`src/design/kmer_presence_bitmap_core_assert.svh`:
```
// Assertion macros for the k-mer presence bitmap core.
// No dependencies; included by kpb_back, which carries the concurrent checks.
`ifndef KMER_PRESENCE_BITMAP_CORE_ASSERT_SVH
`define KMER_PRESENCE_BITMAP_CORE_ASSERT_SVH

// A condition that holds at every clock edge outside reset.
`define KPB_ASSERT_ALWAYS(label, clk, rst, cond, msg) \
   label: assert property (@(posedge clk) disable iff (rst) (cond)) else $error(msg);

// A consequence that holds in the same cycle as its trigger.
`define KPB_ASSERT_IMPLY(label, clk, rst, ante, cons, msg) \
   label: assert property (@(posedge clk) disable iff (rst) (ante) |-> (cons)) else $error(msg);

// A consequence that holds in the cycle after its trigger.
`define KPB_ASSERT_NEXT(label, clk, rst, ante, cons, msg) \
   label: assert property (@(posedge clk) disable iff (rst) (ante) |=> (cons)) else $error(msg);

`endif

```
`src/design/kpb_pkg.sv`:
```
// Shared types, field widths and character codes for the k-mer presence bitmap core.
// No dependencies; imported by every module of the block.
package kpb_pkg;

   // Field widths of the ports.
   localparam int KMER_LEN_W = 4;
   localparam int TAIL_W     = 32;
   localparam int CMD_W      = 2;
   localparam int CHAR_W     = 8;
   localparam int LEFT_W     = 32;
   localparam int DISTINCT_W = 17;
   localparam int MISSING_W  = 16;
   localparam int CSR_IDX_W  = 1;
   localparam int CSR_DATA_W = 32;

   // Default longest fragment length.
   localparam int MAX_K_DEFAULT = 8;

   // Register indexes of the configuration port.
   localparam logic [CSR_IDX_W-1:0] CSR_KMER_LEN   = 1'd0;
   localparam logic [CSR_IDX_W-1:0] CSR_TAIL_LIMIT = 1'd1;

   // Input commands.
   typedef enum logic [CMD_W-1:0] {
      CMD_BASE  = 2'd0,
      CMD_CLEAR = 2'd1,
      CMD_SCAN  = 2'd2,
      CMD_NONE  = 2'd3
   } cmd_type;

   // Operations passed from the front end to the bitmap engine.
   typedef enum logic [1:0] {
      OP_STATUS = 2'd0,
      OP_SET    = 2'd1,
      OP_CLEAR  = 2'd2,
      OP_SCAN   = 2'd3
   } op_type;

   // ASCII codes of the accepted bases.
   localparam logic [CHAR_W-1:0] CHAR_A_UP = 8'h41;
   localparam logic [CHAR_W-1:0] CHAR_A_LO = 8'h61;
   localparam logic [CHAR_W-1:0] CHAR_C_UP = 8'h43;
   localparam logic [CHAR_W-1:0] CHAR_C_LO = 8'h63;
   localparam logic [CHAR_W-1:0] CHAR_G_UP = 8'h47;
   localparam logic [CHAR_W-1:0] CHAR_G_LO = 8'h67;
   localparam logic [CHAR_W-1:0] CHAR_T_UP = 8'h54;
   localparam logic [CHAR_W-1:0] CHAR_T_LO = 8'h74;

   // Decoded base: a 2-bit value and a flag for a valid letter.
   typedef struct packed {
      logic       valid;
      logic [1:0] value;
   } base_type;

   // Maps an ASCII character to its 2-bit base code.
   function automatic base_type base_decode(input logic [CHAR_W-1:0] ch);
      base_type res;
      res.valid = 1'b1;
      unique case (ch) inside
         CHAR_A_UP, CHAR_A_LO: res.value = 2'd0;
         CHAR_C_UP, CHAR_C_LO: res.value = 2'd1;
         CHAR_G_UP, CHAR_G_LO: res.value = 2'd2;
         CHAR_T_UP, CHAR_T_LO: res.value = 2'd3;
         default: begin
            res.valid = 1'b0;
            res.value = 2'd0;
         end
      endcase
      return res;
   endfunction

endpackage

```
`src/design/kpb_queue.sv`:
```
// Two-entry queue between the front end and the bitmap engine.
// Depends on kpb_pkg only through the house import convention.
module kpb_queue #(
   parameter int DATA_W = 1
) (
   input  logic              clock,
   input  logic              reset,
   input  logic              push,
   input  logic [DATA_W-1:0] push_data,
   output logic              full,
   input  logic              pop,
   output logic              pop_valid,
   output logic [DATA_W-1:0] pop_data
);
   import kpb_pkg::*;

   localparam int DEPTH = 2;
   localparam int PTR_W = $clog2(DEPTH);

   logic [DATA_W-1:0] entries_ff [DEPTH];
   logic [PTR_W-1:0]  wr_ptr_ff;
   logic [PTR_W-1:0]  rd_ptr_ff;
   logic [PTR_W:0]    count_ff;
   logic [PTR_W:0]    count_in;

   assign full      = (count_ff == (PTR_W+1)'(DEPTH));
   assign pop_valid = (count_ff != '0);
   assign pop_data  = entries_ff[rd_ptr_ff];

   // Occupancy follows the push and pop beats.
   always_comb begin
      count_in = count_ff;
      if (push && !pop) begin
         count_in = count_ff + 1'b1;
      end else if (!push && pop) begin
         count_in = count_ff - 1'b1;
      end
   end

   // Pointers and occupancy.
   always_ff @(posedge clock) begin
      if (reset) begin
         wr_ptr_ff <= '0;
         rd_ptr_ff <= '0;
         count_ff  <= '0;
      end else begin
         if (push) begin
            wr_ptr_ff <= wr_ptr_ff + 1'b1;
         end
         if (pop) begin
            rd_ptr_ff <= rd_ptr_ff + 1'b1;
         end
         count_ff <= count_in;
      end
   end

   // Entry storage.
   always_ff @(posedge clock) begin
      if (push) begin
         entries_ff[wr_ptr_ff] <= push_data;
      end
   end

endmodule

```
`config.mk`:
```
export PLATFORM = sky130hd
export DESIGN_NAME = kpb_queue
export DESIGN_NICKNAME = d
export VERILOG_FILES = /design/src/design/kmer_presence_bitmap_core_assert.svh /design/src/design/kpb_pkg.sv /design/src/design/kpb_queue.sv
export SDC_FILE = /design/constraint.sdc
export NUM_CORES = 1
export LEC_CHECK = 0
export BUFFER_PORTS_ARGS = -buffer_cell sky130_fd_sc_hd__buf_2
export CAP_MARGIN = 40
export CORE_AREA = 5 5 42 44
export CTS_BUF_LIST = sky130_fd_sc_hd__clkbuf_16
export DETAILED_ROUTE_END_ITERATION = 6
export DIE_AREA = 0 0 47 49
export PLACE_DENSITY = 0.42
export RECOVER_POWER = 25
export SLEW_MARGIN = 40
export SYNTH_ARGS = -nofsm -noshare
export SYNTH_HDL_FRONTEND = slang
export SYNTH_SLANG_ARGS = --single-unit
```
`constraint.sdc`:
```
create_clock -name clock -period 1.1 [get_ports clock]
set_input_delay 0.33 -clock clock [delete_from_list [all_inputs] [get_ports clock]]
set_output_delay 0.33 -clock clock [all_outputs]
set_load 0.02 [all_outputs]
```
==> impl_metrics.ini <==
[run_status]
status = finished, violations left
violations = negative setup slack

[floorplan]
dieArea_um2 = 2303
fp-row-count = 14
ioPinCount = 8
dieHeight_um = 49
initial_core_util_pct = 20.09
coreArea_um2 = 1401
die_w_um = 47

[yosys]
synth_cell_types = 15
synth_top_area_cell = dfxtp_1
syn-cell-area_um2 = 281.5
synth-seq-area-share_pct = 56.89
yosysTopAreaCellShare_pct = 35.56
synth_top_family_by_area = simple AND/OR/NAND/NOR gates
synth-simple-area-share_pct = 17.33
synth_xor_area_share_pct = 12.44
synth_adder_area_share_pct = 4.444
synth_warnings = 0
synth-seq-cells = 7
synth.top_cells.by_area = dfxtp_1 (36%), edfxtp_1 (21%), xnor2_1 (6.2%), xor2_1 (6.2%), nor2_1 (5.3%)
syn_inst = 25
syn_area_per_cell_um2 = 11.26
syn_nets = 31
synth_compound_area_share_pct = 3.556
synth_mux_area_share_pct = 4.000

[clock_tree]
clock-sinks = 7
cts_tree = done
cts_max_path_buffers = 2
clk_latency_ps = 230
cts_max_level = 1
hold_buffers = 0
root_buffer = clkbuf_16
path_clk_slew_ps = 40
numCtsBuffers = 3

[sta]
rsz0062_at_grt = yes
setup_viol = 4
min_period_ps = 1313
maxSlewViolCount = 0
hold_violations = 0
fin_ws_ps = -213.0
fin_hold_ws_ps = 315.4
fin_skew_ps = 0.2475
slew_headroom_pct = 85.58
period_share_pct = 119.4
worst_pin_slew_ps = 214.1
fmax_mhz = 761.6

[routing]
highest_layer = met4
routedLengthMet1_um = 220
drt_first_pass_iters = 1
ant_nets = 0
wirelength_um = 533
wl_met2_um = 242
wl_met3_um = 53
via_count = 213
first_iter_violations = 0
wire_per_inst_um = 9.870
vias_per_cell = 3.944
drc = 0

[pwr]
power.density_nw_per_um2 = 2328
total_power_mw = 1.107
vdd_drop_max_uv = 959.0
p_leak_nw = 0.2061

[global_route]
grt_max_degree = 6
grt_use_total_pct = 6.153
overflow = 0
grt_pass1_wl_um = 903
grt_pass1_vias = 247
antenna_found_initial = 0

[critical_path]
crit_required_ps = 770
critical-path-top-delay-family = flip-flops
cp.arrival_ps = 980
critical_path_class = register to output pin
critPathMaxStageDelay_ps = 350
cpMaxStageDelayCell = edfxtp_1
crit_chain = mux2_4, buf_6
crit_path_end_kind = output pin
cp_num_buf_inv = 1
crit_path_start_kind = register
worstPathMaxFanout = 1

[layout]
layout_commonest_cell = nor2_1
fin_nets = 45
diodes = 0
num-fill-cells = 149
final_cell_mix = nor2_1 (4), dfxtp_2 (3), clkbuf_16 (3), buf_2 (3), buf_6 (3)
fin_util_pct = 33.93
fin_cells = 54
drive_gt1_share_pct = 52.63
seqCellArea_um2 = 163.9
multi_input_area_um2 = 140.1
area_delta_synth_final_pct = 68.89

[run]
maxCapViolCount = 0

[place]
gp_congestion = 0.6296
hpwl_um = 404.9
post-place-cells = 49
port-buffer-count = 7
pre_cts_ws_ps = -197.8

[hold_path]
hp-class = input port to register
-- cell families after synthesis --
family	count (synthesis)
AO/OA/AOI/OAI	2
XOR/XNOR	4
adder cells (fa/ha/maj)	1
buffers and inverters	1
flip-flops	7
multiplexers	1
AND/OR/NAND/NOR	9
-- metal layers --
layer / GRT usage [%] / vias up
met5: 0 / -
met1: 6.236 / 95
met3: 4.428 / 2
met4: 6.912 / 0
met2: 7.240 / 9
li1: - / 107
-- cell type report --
type                       instances  share of cell area (%)
sequential                         7                   34.47
tap                               16                   4.211
clock inverter                     1                   1.053
inverter                           1                  0.7895
timing repair buffer               9                   14.21
multi-input combinational         17                   29.47
clock buffer                       3                   15.79
-- report_power, final --
part           internal (mW)  switching (mW)
Combinational         0.0999          0.0782
Clock                  0.476           0.137
Sequential             0.299          0.0169
Total                  0.875           0.232
-- stage by stage --
step | instance area (um2) | setup TNS (ps)
6_report | 475.5 | -520.1
5_1_grt | 475.5 | -605.7
4_1_cts | 471.7 | -547.0
3_5_place_dp | 356.6 | -199.5
3_3_place_gp | 356.6 | -170.1
2_1_floorplan | 294.0 | -17.26
-- final timing paths --
kind	startpoint	endpoint	slack, ps	cells past startpoint
worst min-delay path	push_data	entries_ff[0]$_DFFE_PP_	320	1
worst max-delay path	entries_ff[0]$_DFFE_PP_	pop_data	-210	2
worst min register to register	rd_ptr_ff$_SDFFE_PP0P_	rd_ptr_ff$_SDFFE_PP0P_	510	2
worst max register to register	count_ff[0]$_SDFFE_PP0P_	count_ff[1]$_SDFFE_PP0P_	-20	4
-- worst reg2reg max path, cell delays in order (launching register included) --
cell,delay (ps)
dfxtp_2,320
buf_4,140
xor2_1,160
or3_1,320
a21oi_2,120
-- timing repair --
item / CTS / global route
gates resized for setup: 10 / 2
setup buffers: 1 / 0
endpoints found under the setup margin: 3 / 4
pin swaps: 1 / 0
-- cell usage after synthesis --
master	n
inv_1	1
edfxtp_1	2
or2_2	1
xor2_1	2
nor2_1	4
dfxtp_1	5
or3_1	1
mux2_2	1
nor2b_1	1
a21oi_1	1
ha_1	1
and2_1	1
xnor2_1	2
and2b_2	1
o21ai_0	1
No activity file was read; power rests on OpenSTA's default activity.
