===== src/design/kmer_presence_bitmap_core_assert.svh =====
// Assertion macros for the k-mer presence bitmap core.
// No dependencies; included by kpb_back, which carries the concurrent checks.
`ifndef KMER_PRESENCE_BITMAP_CORE_ASSERT_SVH
`define KMER_PRESENCE_BITMAP_CORE_ASSERT_SVH

// A condition that holds at every clock edge outside reset.
`define KPB_ASSERT_ALWAYS(label, clk, rst, cond, msg) \
   label: assert property (@(posedge clk) disable iff (rst) (cond)) else $error(msg);

// A consequence that holds in the same cycle as its trigger.
`define KPB_ASSERT_IMPLY(label, clk, rst, ante, cons, msg) \
   label: assert property (@(posedge clk) disable iff (rst) (ante) |-> (cons)) else $error(msg);

// A consequence that holds in the cycle after its trigger.
`define KPB_ASSERT_NEXT(label, clk, rst, ante, cons, msg) \
   label: assert property (@(posedge clk) disable iff (rst) (ante) |=> (cons)) else $error(msg);

`endif


===== src/design/kpb_pkg.sv =====
// Shared types, field widths and character codes for the k-mer presence bitmap core.
// No dependencies; imported by every module of the block.
package kpb_pkg;

   // Field widths of the ports.
   localparam int KMER_LEN_W = 4;
   localparam int TAIL_W     = 32;
   localparam int CMD_W      = 2;
   localparam int CHAR_W     = 8;
   localparam int LEFT_W     = 32;
   localparam int DISTINCT_W = 17;
   localparam int MISSING_W  = 16;
   localparam int CSR_IDX_W  = 1;
   localparam int CSR_DATA_W = 32;

   // Default longest fragment length.
   localparam int MAX_K_DEFAULT = 8;

   // Register indexes of the configuration port.
   localparam logic [CSR_IDX_W-1:0] CSR_KMER_LEN   = 1'd0;
   localparam logic [CSR_IDX_W-1:0] CSR_TAIL_LIMIT = 1'd1;

   // Input commands.
   typedef enum logic [CMD_W-1:0] {
      CMD_BASE  = 2'd0,
      CMD_CLEAR = 2'd1,
      CMD_SCAN  = 2'd2,
      CMD_NONE  = 2'd3
   } cmd_type;

   // Operations passed from the front end to the bitmap engine.
   typedef enum logic [1:0] {
      OP_STATUS = 2'd0,
      OP_SET    = 2'd1,
      OP_CLEAR  = 2'd2,
      OP_SCAN   = 2'd3
   } op_type;

   // ASCII codes of the accepted bases.
   localparam logic [CHAR_W-1:0] CHAR_A_UP = 8'h41;
   localparam logic [CHAR_W-1:0] CHAR_A_LO = 8'h61;
   localparam logic [CHAR_W-1:0] CHAR_C_UP = 8'h43;
   localparam logic [CHAR_W-1:0] CHAR_C_LO = 8'h63;
   localparam logic [CHAR_W-1:0] CHAR_G_UP = 8'h47;
   localparam logic [CHAR_W-1:0] CHAR_G_LO = 8'h67;
   localparam logic [CHAR_W-1:0] CHAR_T_UP = 8'h54;
   localparam logic [CHAR_W-1:0] CHAR_T_LO = 8'h74;

   // Decoded base: a 2-bit value and a flag for a valid letter.
   typedef struct packed {
      logic       valid;
      logic [1:0] value;
   } base_type;

   // Maps an ASCII character to its 2-bit base code.
   function automatic base_type base_decode(input logic [CHAR_W-1:0] ch);
      base_type res;
      res.valid = 1'b1;
      unique case (ch) inside
         CHAR_A_UP, CHAR_A_LO: res.value = 2'd0;
         CHAR_C_UP, CHAR_C_LO: res.value = 2'd1;
         CHAR_G_UP, CHAR_G_LO: res.value = 2'd2;
         CHAR_T_UP, CHAR_T_LO: res.value = 2'd3;
         default: begin
            res.valid = 1'b0;
            res.value = 2'd0;
         end
      endcase
      return res;
   endfunction

endpackage


===== src/design/kpb_front.sv =====
// Front end of the k-mer presence bitmap core: configuration registers, rolling window
// and command classification. Depends on kpb_pkg.
module kpb_front #(
   parameter int MAX_K = kpb_pkg::MAX_K_DEFAULT
) (
   input  logic                            clock,
   input  logic                            reset,
   input  logic                            req_valid,
   output logic                            req_ready,
   input  logic [kpb_pkg::CMD_W-1:0]       req_cmd,
   input  logic [kpb_pkg::CHAR_W-1:0]      req_base_char,
   input  logic                            req_seq_start,
   input  logic [kpb_pkg::LEFT_W-1:0]      req_bases_left,
   input  logic                            csr_wr_en,
   input  logic [kpb_pkg::CSR_IDX_W-1:0]   csr_index,
   input  logic [kpb_pkg::CSR_DATA_W-1:0]  csr_wdata,
   input  logic                            init_busy,
   input  logic                            q_full,
   output logic                            push_valid,
   output kpb_pkg::op_type                 push_op,
   output logic [2*MAX_K-1:0]              push_code,
   output logic [$clog2(MAX_K+1)-1:0]      k_eff
);
   import kpb_pkg::*;

   localparam int CODE_W = 2 * MAX_K;
   localparam int K_W    = $clog2(MAX_K + 1);

   logic [KMER_LEN_W-1:0] kmer_len_ff;
   logic [TAIL_W-1:0]     tail_limit_ff;
   logic [CODE_W-1:0]     window_ff;
   logic [CODE_W-1:0]     window_in;
   logic [K_W-1:0]        run_ff;
   logic [K_W-1:0]        run_in;
   logic [K_W-1:0]        run_base;
   logic [K_W-1:0]        run_inc;
   logic [CODE_W-1:0]     window_shift;
   logic [CODE_W-1:0]     window_mask;
   logic [K_W:0]          place_amt;
   base_type              decoded;
   cmd_type               cmd;
   logic                  tail_skip;
   logic                  base_ok;
   logic                  accept;

   // Effective fragment length: zero acts as one, large values clamp to the maximum.
   always_comb begin
      if (kmer_len_ff == '0) begin
         k_eff = K_W'(1);
      end else if ({1'b0, kmer_len_ff} > (KMER_LEN_W+1)'(MAX_K)) begin
         k_eff = K_W'(MAX_K);
      end else begin
         k_eff = K_W'(kmer_len_ff);
      end
   end

   // Classify the beat and work out the next window.
   assign cmd         = cmd_type'(req_cmd);
   assign decoded     = base_decode(req_base_char);
   assign tail_skip   = (tail_limit_ff != '0) && (req_bases_left > tail_limit_ff);
   assign base_ok     = decoded.valid && !tail_skip;
   assign run_base    = req_seq_start ? '0 : run_ff;
   assign run_inc     = (run_base < k_eff) ? run_base + 1'b1 : run_base;
   assign place_amt   = {k_eff - 1'b1, 1'b0};
   assign window_mask = ~({CODE_W{1'b1}} << {k_eff, 1'b0});
   assign window_shift = ((window_ff >> 2) | (CODE_W'(decoded.value) << place_amt))
                         & window_mask;

   assign req_ready  = !q_full && !init_busy;
   assign accept     = req_valid && req_ready;
   assign push_valid = accept;
   assign push_code  = window_shift;

   // Operation for the engine and next window state.
   always_comb begin
      window_in = window_ff;
      run_in    = run_ff;
      push_op   = OP_STATUS;
      unique case (cmd)
         CMD_BASE: begin
            if (base_ok) begin
               window_in = window_shift;
               run_in    = run_inc;
               if (run_inc >= k_eff) begin
                  push_op = OP_SET;
               end
            end else begin
               run_in = '0;
            end
         end
         CMD_CLEAR: begin
            window_in = '0;
            run_in    = '0;
            push_op   = OP_CLEAR;
         end
         CMD_SCAN: begin
            push_op = OP_SCAN;
         end
         CMD_NONE: begin
            push_op = OP_STATUS;
         end
      endcase
   end

   // Registers: configuration and window state.
   always_ff @(posedge clock) begin
      if (reset) begin
         kmer_len_ff   <= KMER_LEN_W'(1);
         tail_limit_ff <= '0;
         window_ff     <= '0;
         run_ff        <= '0;
      end else begin
         if (accept) begin
            window_ff <= window_in;
            run_ff    <= run_in;
         end
         if (csr_wr_en) begin
            unique case (csr_index)
               CSR_KMER_LEN: begin
                  kmer_len_ff <= csr_wdata[KMER_LEN_W-1:0];
                  window_ff   <= '0;
                  run_ff      <= '0;
               end
               CSR_TAIL_LIMIT: begin
                  tail_limit_ff <= csr_wdata[TAIL_W-1:0];
               end
               default: begin
               end
            endcase
         end
      end
   end

endmodule


===== config.mk =====
export PLATFORM = sky130hd
export DESIGN_NAME = kpb_front
export DESIGN_NICKNAME = d
export VERILOG_FILES = /design/src/design/kmer_presence_bitmap_core_assert.svh /design/src/design/kpb_pkg.sv /design/src/design/kpb_front.sv
export SDC_FILE = /design/constraint.sdc
export NUM_CORES = 1
export LEC_CHECK = 0
export ABC_CLOCK_PERIOD_IN_PS = 6320
export BUFFER_PORTS_ARGS = -buffer_cell sky130_fd_sc_hd__buf_2
export CAP_MARGIN = 20
export CORE_MARGIN = 2
export CORE_UTILIZATION = 45
export DETAILED_ROUTE_END_ITERATION = 12
export PLACE_DENSITY = 0.74
export SKIP_CTS_REPAIR_TIMING = 1
export SLEW_MARGIN = 20
export SYNTH_ARGS = -nofsm -noshare
export SYNTH_HDL_FRONTEND = slang
export SYNTH_SLANG_ARGS = --single-unit

===== constraint.sdc =====
create_clock -name clock -period 6.32 [get_ports clock]
set_input_delay 1.896 -clock clock [delete_from_list [all_inputs] [get_ports clock]]
set_output_delay 1.896 -clock clock [all_outputs]
set_load 0.02 [all_outputs]

==> results_dict.tcl <==
set metrics [dict create \
    drtIter0Drc 106 \
    wl_um 8726 \
    synthFlopType "dfxtp_1" \
    yosysTopAreaCell "dfxtp_1" \
    core_area_sq_um 7607 \
    drc 0 \
    period_minus_slack_ps 6172 \
    max_freq_mhz 162.0 \
    synth_compound_area_share_pct 19.59 \
    setup-tns-final_ps 0 \
    r2r_cells 8 \
    clk_path_buf_depth 2 \
    synth_edf_count 0 \
    slew_violations 0 \
    finish.utilization_pct 54.75 \
    finalHoldViolCount 0 \
    cap_violations 0 \
    slew_headroom_pct 40.84 \
    r2r_end "window_ff[11]$_SDFF_PP0_" \
    postSynthAreaPerCell_sq_um 7.698 \
    synth.area.top_cells "dfxtp_1 (31%), ha_1 (17%), nand2_1 (9.1%)" \
    critPathLaunchType "primary input" \
    grt_use_total_pct 21.20 \
    setup_slack_ps 148.1 \
    power_density_nw_per_um2 173.3 \
    insertion_delay_ps 310 \
    htree_levels 2 \
    clock-sinks 54 \
    r2r_start "tail_limit_ff[27]$_SDFFE_PP0P_" \
    finalSetupViolations 0 \
    synthToLayoutAreaGrowth_pct 19.45 \
    end_kind "output port" \
    synthMuxAreaShare_pct 0.8970 \
    fp.dieW_um 92.03 \
    via_count 3421 \
    nFillCells 752 \
    gp_congestion 0.8656 \
    r2r_setup_slack_ps 3320 \
    hold_path_class "flip-flop to flip-flop" \
    vias_per_cell 5.271 \
    tightest_slew_ps 881.5 \
    required_ps 4420 \
    status "completed" \
    ys_async_sr_fraction_pct 0 \
    syn_area_sq_um 3487 \
    wl_per_cell_um 13.45 \
    gr-total-overflow 0 \
    yosysWarnings 0 \
    period_share_pct 97.66 \
    diodes 0 \
    synth.top_cell.area_share_pct 31.00 \
    ys_seq_area_share_pct 31.00 \
    synth_nets 583 \
    fin_worst_skew_ps 18.24 \
    grt_pass1_wl_um 14750 \
    postSynthCellCount 453 \
    arrival_ps 4280 \
    final_nets 676 \
    layout-drive-gt1-share_pct 22.49 \
    dp_hpwl_um 6887 \
    path_max_fanout 4 \
    endpoint "push_op[0]" \
    synth_seq_cells 54 \
    synth_fa_ha_area_share_pct 17.22 \
    ir_drop_mv 0.1059 \
    grt_max_degree 38 \
    cts_tree "built" \
    pre_cts_ws_ps 5.827 \
    port_buffers 104 \
    pin_count 106 \
    fp-row-count 32 \
    cts_buffers 5 \
    synth_top_family_by_area "simple AND/OR/NAND/NOR gates" \
    antenna_found_initial 0 \
    die_h_um 92.03 \
    crit_start "req_seq_start" \
    power.leakage_nw 1.865 \
    root_buffer "clkbuf_8" \
    synthXorXnorAreaFrac_pct 0.7535 \
    start_util_pct 45.84 \
    clk_pin_slew_ps 90 \
    synth.distinct_cells 46 \
    dieArea_sq_um 8470 \
    drt-pass1-iter-count 4 \
    yosys.area_share.simple_pct 23.18 \
    grt_pass1_vias 3396 \
    final_antenna_net_count 0 \
    critPathKind "primary input to output port" \
]
-- power breakdown --
group	switching (W)	internal, W	total (W)
Sequential	0.00000924	0.000351	0.000360
Clock	0.000125	0.0000825	0.000207
Combinational	0.0000895	0.0000649	0.000154
-- flip-flops by register name (all words and copies together), names as in the netlist --
register / flops
run_ff: 4
kmer_len_ff: 4
window_ff: 14
tail_limit_ff: 32
-- logic make-up (layout without fill, tap and decap cells) --
| kind of cell | after synthesis | in the layout |
|---|---|---|
| mux | 3 | 3 |
| compound gates | 110 | 110 |
| xor+xnor | 3 | 3 |
| simple gates | 172 | 172 |
| flops | 54 | 54 |
| buf+inv | 63 | 157 |
| fa+ha+maj | 48 | 48 |
-- critical path, cell delays in order --
cell,delay [ps]
buf_2,140
nor2b_2,60
ha_1,190
nor4_1,240
o21bai_1,110
a21oi_2,210
mux2_2,380
ha_1,270
a21o_1,160
a21oi_1,150
nor2b_1,60
o2111ai_1,160
o21ai_1,90
buf_2,160
-- cells in the mapped netlist (2+ instances only) --
| master | number |
|---|---|
| nand2b_1 | 2 |
| xnor2_1 | 3 |
| nor2_1 | 33 |
| clkbuf_1 | 14 |
| a21oi_1 | 61 |
| nand4_1 | 10 |
| nand3_1 | 3 |
| mux2i_1 | 2 |
| buf_1 | 3 |
| o211ai_1 | 2 |
| a21o_1 | 4 |
| a31oi_1 | 5 |
| dfxtp_1 | 54 |
| a22o_1 | 16 |
| o21a_1 | 3 |
| nor4bb_1 | 2 |
| nor3b_1 | 3 |
| nor2b_1 | 11 |
| a211o_1 | 2 |
| o21ai_1 | 5 |
| nor3_1 | 3 |
| ha_1 | 48 |
| inv_1 | 43 |
| nor4_1 | 13 |
| nand2_1 | 85 |
| o21ai_0 | 3 |
-- layout by cell type (no fill, tap or decap), types with 5 or more instances in the layout --
cell type	instances
a21oi_1	60
buf_2	104
nand4_1	10
ha_1	48
dfxtp_1	54
nor2b_1	9
nor4_1	13
a22o_1	16
clkbuf_8	5
a31oi_1	5
o21ai_1	6
nor2_1	33
nand2_1	84
inv_1	43
-- per-layer routing --
layer,track usage (%),part of all wire [%]
met5,0,0
met3,2.958,4.6
met2,38.17,49
met4,6.468,1.2
met1,26.14,45
-- metrics by stage --
step           hold WS, ps  power (W)  cell area, sq um  cells
2_1_floorplan        434.5  0.0004649              3487    453
3_3_place_gp         452.8  0.0005138              4055    641
3_5_place_dp         451.1  0.0005215              4055    641
4_1_cts              480.0  0.0007253              4153    649
5_1_grt              501.1  0.0007642              4165    649
6_report             478.1  0.0007219              4165    649
-- worst min-delay path by stage --
| stage | end | depth (start not counted) | start |
|---|---|---|---|
| after detailed placement | run_ff[0]$_SDFF_PP0_ | 1 | run_ff[0]$_SDFF_PP0_ |
| after floorplan | run_ff[0]$_SDFF_PP0_ | 1 | run_ff[0]$_SDFF_PP0_ |
| after global placement | run_ff[0]$_SDFF_PP0_ | 1 | run_ff[0]$_SDFF_PP0_ |
| after global routing | window_ff[14]$_SDFF_PP0_ | 1 | window_ff[14]$_SDFF_PP0_ |
| final | tail_limit_ff[20]$_SDFFE_PP0P_ | 2 | tail_limit_ff[20]$_SDFFE_PP0P_ |
| after CTS | tail_limit_ff[20]$_SDFFE_PP0P_ | 2 | tail_limit_ff[20]$_SDFFE_PP0P_ |
-- cell type report --
type	count	area, sq um	share of cell area, %
Multi-Input combinational cell	336	2162	51.91
Sequential cell	54	1081	25.95
Timing Repair Buffer	106	535.5	12.86
Inverter	43	161.4	3.875
Tap cell	102	127.6	3.064
Clock buffer	5	68.82	1.652
Clock inverter	3	28.78	0.6909
Power figures use the tool's default switching activity.
